## config.mk

```make
export PLATFORM = sky130hd
export DESIGN_NAME = rdf_queue
export DESIGN_NICKNAME = d
export VERILOG_FILES = /design/src/design/rdf_pkg.sv /design/src/design/rdf_queue.sv
export SDC_FILE = /design/constraint.sdc
export NUM_CORES = 1
export LEC_CHECK = 0
export BUFFER_PORTS_ARGS = -buffer_cell sky130_fd_sc_hd__buf_4
export CAP_MARGIN = 20
export CORE_MARGIN = 4
export CORE_UTILIZATION = 47
export DETAILED_ROUTE_END_ITERATION = 6
export PLACE_DENSITY = 0.81
export REMOVE_ABC_BUFFERS = 1
export SYNTH_ARGS = -nofsm -noshare
export SYNTH_HDL_FRONTEND = slang
export SYNTH_SLANG_ARGS = --single-unit
```

## constraint.sdc

```tcl
create_clock -name clk_i -period 3.1 [get_ports clk_i]
set_input_delay 0.31 -clock clk_i [delete_from_list [all_inputs] [get_ports clk_i]]
set_output_delay 0.31 -clock clk_i [all_outputs]
set_load 0.1 [all_outputs]
```

## src/design/rdf_pkg.sv

```systemverilog
// rdf_pkg: shared types and constants of the distance histogram block
// no dependencies; used by every module and the top level
`timescale 1ns / 1ps

package rdf_pkg;

  // width of a pair slot index (type pair or read-back pair)
  localparam int SLOT_W = 8;
  // entries of the command queue between front and back
  localparam int QUEUE_DEPTH = 2;

  typedef enum logic [1:0] {
    OP_PAIR  = 2'd0,
    OP_END   = 2'd1,
    OP_READ  = 2'd2,
    OP_CLEAR = 2'd3
  } op_e;

  typedef enum logic {
    KIND_COORD = 1'b0,
    KIND_READ  = 1'b1
  } kind_e;

  // register index, taken from paddr[2]
  typedef enum logic {
    REG_BIN_WIDTH = 1'b0,
    REG_PARTIAL   = 1'b1
  } reg_e;

  typedef struct packed {
    logic [1:0]  operation;
    logic [31:0] distance_sq;
    logic [1:0]  center_type;
    logic [1:0]  neighbor_type;
    logic [3:0]  read_pair;
    logic [5:0]  read_bin;
  } in_word_t;

  typedef struct packed {
    logic        result_kind;
    logic [15:0] coordination;
    logic [31:0] total_count;
    logic [31:0] pair_count;
  } out_word_t;

  typedef struct packed {
    logic [15:0] bin_width;
    logic        partial_enable;
  } cfg_t;

  // classified command handed from front to back
  typedef struct packed {
    op_e               op;
    logic [31:0]       dsq;
    logic [SLOT_W-1:0] slot;
    logic              slot_ok;
    logic [5:0]        bin;
    logic              bin_ok;
  } cmd_t;

  typedef struct packed {
    logic init_busy;
  } back_status_t;

endpackage

```

## src/design/rdf_queue.sv

```systemverilog
// rdf_queue: small command queue between front and back
// depends on rdf_pkg
`timescale 1ns / 1ps

module rdf_queue (
  input  logic          clk_i,
  input  logic          rst_ni,
  input  logic          push_i,
  input  rdf_pkg::cmd_t data_i,
  input  logic          pop_i,
  output rdf_pkg::cmd_t data_o,
  output logic          empty_o,
  output logic          full_o
);
  import rdf_pkg::*;

  localparam int PTR_W = (QUEUE_DEPTH > 1) ? $clog2(QUEUE_DEPTH) : 1;
  localparam int CNT_W = $clog2(QUEUE_DEPTH + 1);

  cmd_t             entry_q [QUEUE_DEPTH];
  logic [PTR_W-1:0] wr_ptr_q, wr_ptr_d;
  logic [PTR_W-1:0] rd_ptr_q, rd_ptr_d;
  logic [CNT_W-1:0] cnt_q, cnt_d;

  assign empty_o = (cnt_q == '0);
  assign full_o  = (cnt_q == CNT_W'(QUEUE_DEPTH));
  assign data_o  = entry_q[rd_ptr_q];

  always_comb begin
    wr_ptr_d = wr_ptr_q;
    rd_ptr_d = rd_ptr_q;
    cnt_d    = cnt_q;
    if (push_i) begin
      wr_ptr_d = (wr_ptr_q == PTR_W'(QUEUE_DEPTH - 1)) ? '0 : wr_ptr_q + PTR_W'(1);
    end
    if (pop_i) begin
      rd_ptr_d = (rd_ptr_q == PTR_W'(QUEUE_DEPTH - 1)) ? '0 : rd_ptr_q + PTR_W'(1);
    end
    if (push_i && !pop_i) begin
      cnt_d = cnt_q + CNT_W'(1);
    end else if (pop_i && !push_i) begin
      cnt_d = cnt_q - CNT_W'(1);
    end
  end

  always_ff @(posedge clk_i or negedge rst_ni) begin
    if (!rst_ni) begin
      wr_ptr_q <= '0;
      rd_ptr_q <= '0;
      cnt_q    <= '0;
    end else begin
      wr_ptr_q <= wr_ptr_d;
      rd_ptr_q <= rd_ptr_d;
      cnt_q    <= cnt_d;
    end
  end

  always_ff @(posedge clk_i) begin
    if (push_i) begin
      entry_q[wr_ptr_q] <= data_i;
    end
  end

endmodule

```

==> impl_metrics.py <==
metrics = {
    "global_route": {
        "grt_util_met3_pct": 3.67,
        "antenna_found_initial": 0,
        "use_met1_pct": 14.7,
        "grt_pass1_vias": 2036,
        "grt-ovfl-total": 0,
        "grt_use_total_pct": 12.9,
        "met2_usage_pct": 21.9,
        "grt-busiest-layer": "met2",
        "grt_pass1_wl_microns": 9690,
        "grt_max_degree": 33,
    },
    "final_layout": {
        "final_cell_mix": "buf_4 (107), edfxtp_1 (100), mux2_4 (49)",
        "layout.nets": 342,
        "seqCellArea_sq_um": 3110,
        "n_fill_cell": 607,
        "final_common_cell": "buf_4",
        "syn2layout_area_growth_pct": 26.0,
        "antennaDiodeCount": 0,
        "drive_gt1_share_pct": 59.9,
        "multi_input_area_sq_um": 838,
    },
    "critical_path": {
        "worstSetupStartpoint": "rd_ptr_q",
        "critPathKind": "reg -> out",
        "critPathRequiredTime_ns": 2.79,
        "critPathCaptureType": "output port",
        "worstPathArrival_ns": 2.02,
        "r2r_start": "wr_ptr_q",
        "start_kind": "flip-flop",
        "crit_fanout": 32,
    },
    "drt": {
        "vias_per_cell": 4.78,
        "drt_iter0_drc": 71,
        "wl_microns": 6430,
        "ant_nets": 0,
        "drt_pass1_iterations": 4,
        "via_count": 1897,
        "wl_per_cell_microns": 16.2,
        "drcViolationCount": 0,
    },
    "clocking": {
        "cts_buffers": 9,
        "cts.path.max_buffers": 2,
        "cts_tree": "yes",
        "htree_levels": 3,
        "cts_num_sinks": 104,
        "clock_latency_ns": 0.35,
        "cts_setup_buffers": 0,
        "cts_resized": 0,
        "cts_root_buffer": "clkbuf_8",
        "path_clk_slew_ns": 0.09,
    },
    "place": {
        "hpwlAfterDp_microns": 4360,
        "gp_congestion": 0.666,
        "port_buffers": 105,
    },
    "timing": {
        "fin_crit_sh_pct": 75.3,
        "setup_viol": 0,
        "relSlewSlack_pct": 50.9,
        "post-route-min-period_ns": 2.33,
        "fmax_mhz": 428,
        "finalMaxSlewViolations": 0,
        "skew_ns": 0.00613,
        "rsz0062_at_grt": "no",
        "final_hold_viol_count": 0,
        "tightest_slew_ns": 0.736,
        "tns_ns": 0,
    },
    "floorplan": {
        "die_w_microns": 101,
        "core_area_sq_um": 8300,
        "start_util_pct": 48.8,
        "rows": 33,
        "boundaryPins": 106,
        "die_area_sq_um": 10200,
        "dieHeight_microns": 101,
    },
    "flow_run": {
        "drv_cap": 0,
    },
    "logic_synthesis": {
        "synth.area.top_cells": "edfxtp_1 (74%), mux2_4 (18%), buf_12 (2.5%), dfrtp_1 (2.5%), xor2_1 (0.87%)",
        "synth_top_area_share_pct": 74.2,
        "yosysSeqAreaShare_pct": 76.7,
        "synth.largest_area_cell": "edfxtp_1",
        "yosysUniqueCellTypes": 13,
        "syn_area_sq_um": 4050,
        "ys_warn_count": 0,
        "ys_ff_latch": 104,
        "avgSynthCellArea_sq_um": 23.5,
        "syn_inst": 172,
    },
    "hold_path": {
        "hp-class": "in -> reg",
        "worstHoldStart": "pop_i",
    },
    "status": {
        "run_status": "finished, final reports clean",
    },
}
[cell usage after synthesis]
cell type,instances
edfxtp_1,100
ha_1,1
nor2_1,2
inv_1,1
mux2_4,49
xnor2_1,1
nor2b_1,2
buf_6,1
and2_1,1
mux2_2,1
dfrtp_1,4
xor2_1,4
buf_12,5
[through the flow]
stage,hold WS (ns),instances,worst slack [ns],util [%],cell area (sq um)
floorplan,0.0144,166,0.00395,-,3940
global placement,0.108,380,1.13,59.3,4920
detailed placement,0.110,380,1.11,59.3,4920
CTS,0.117,397,0.714,61.5,5100
global route,0.107,397,0.666,61.5,5100
finish,0.138,397,0.765,61.5,5100
[cells by family after synthesis]
logic type	after synthesis	synth area share, %
buffers and inverters	7	2.84
XOR/XNOR	5	1.08
AND/OR/NAND/NOR	5	0.649
adder cells (fa/ha/maj)	1	0.309
multiplexers	50	18.5
flip-flops	104	76.7
[worst paths after layout]
path                                       end  slack, ns  depth (start not counted)
worst max-delay path                data_o[36]       0.77                          3
worst min-delay path                  rd_ptr_q       0.14                          2
worst max register to register  entry_q[1][13]       1.31                          2
min in group asynchronous             cnt_q[1]       0.28                          2
worst min register to register        cnt_q[1]       0.50                          1
max in group asynchronous             rd_ptr_q       2.70                          2
[registers in the layout (all words and copies together), names as in the netlist]
register and flops:
cnt_q 2, entry_q 100, wr_ptr_q 1, rd_ptr_q 1
[area by class of cell]
class                      instances  area share, %
clock inverter                     4          0.613
clock buffer                      12           2.65
timing repair buffer             110           16.7
tap                              105           2.58
sequential                       104           60.9
inverter                           1         0.0736
multi-input combinational         61           16.4
[metal layers]
layer	share of wire [%]	wire length (microns)
met5	0	0
met4	1.9	124
met3	7.6	487
met2	52	3370
met1	38	2450
[worst max-delay path, stage by stage, from the launching register on]
cell and delay, ns:
dfrtp_4 0.83, buf_12 0.27, mux2_4 0.32, buf_4 0.23
[timing repair]
item / in CTS / in global routing
hold buffers: 1 / 0
setup endpoints to repair: 0 / 0
endpoints found under the hold margin: 4 / 0
Power is not shown: default switching activity piles up to over one toggle a cycle in this logic, so the estimate is an artifact.
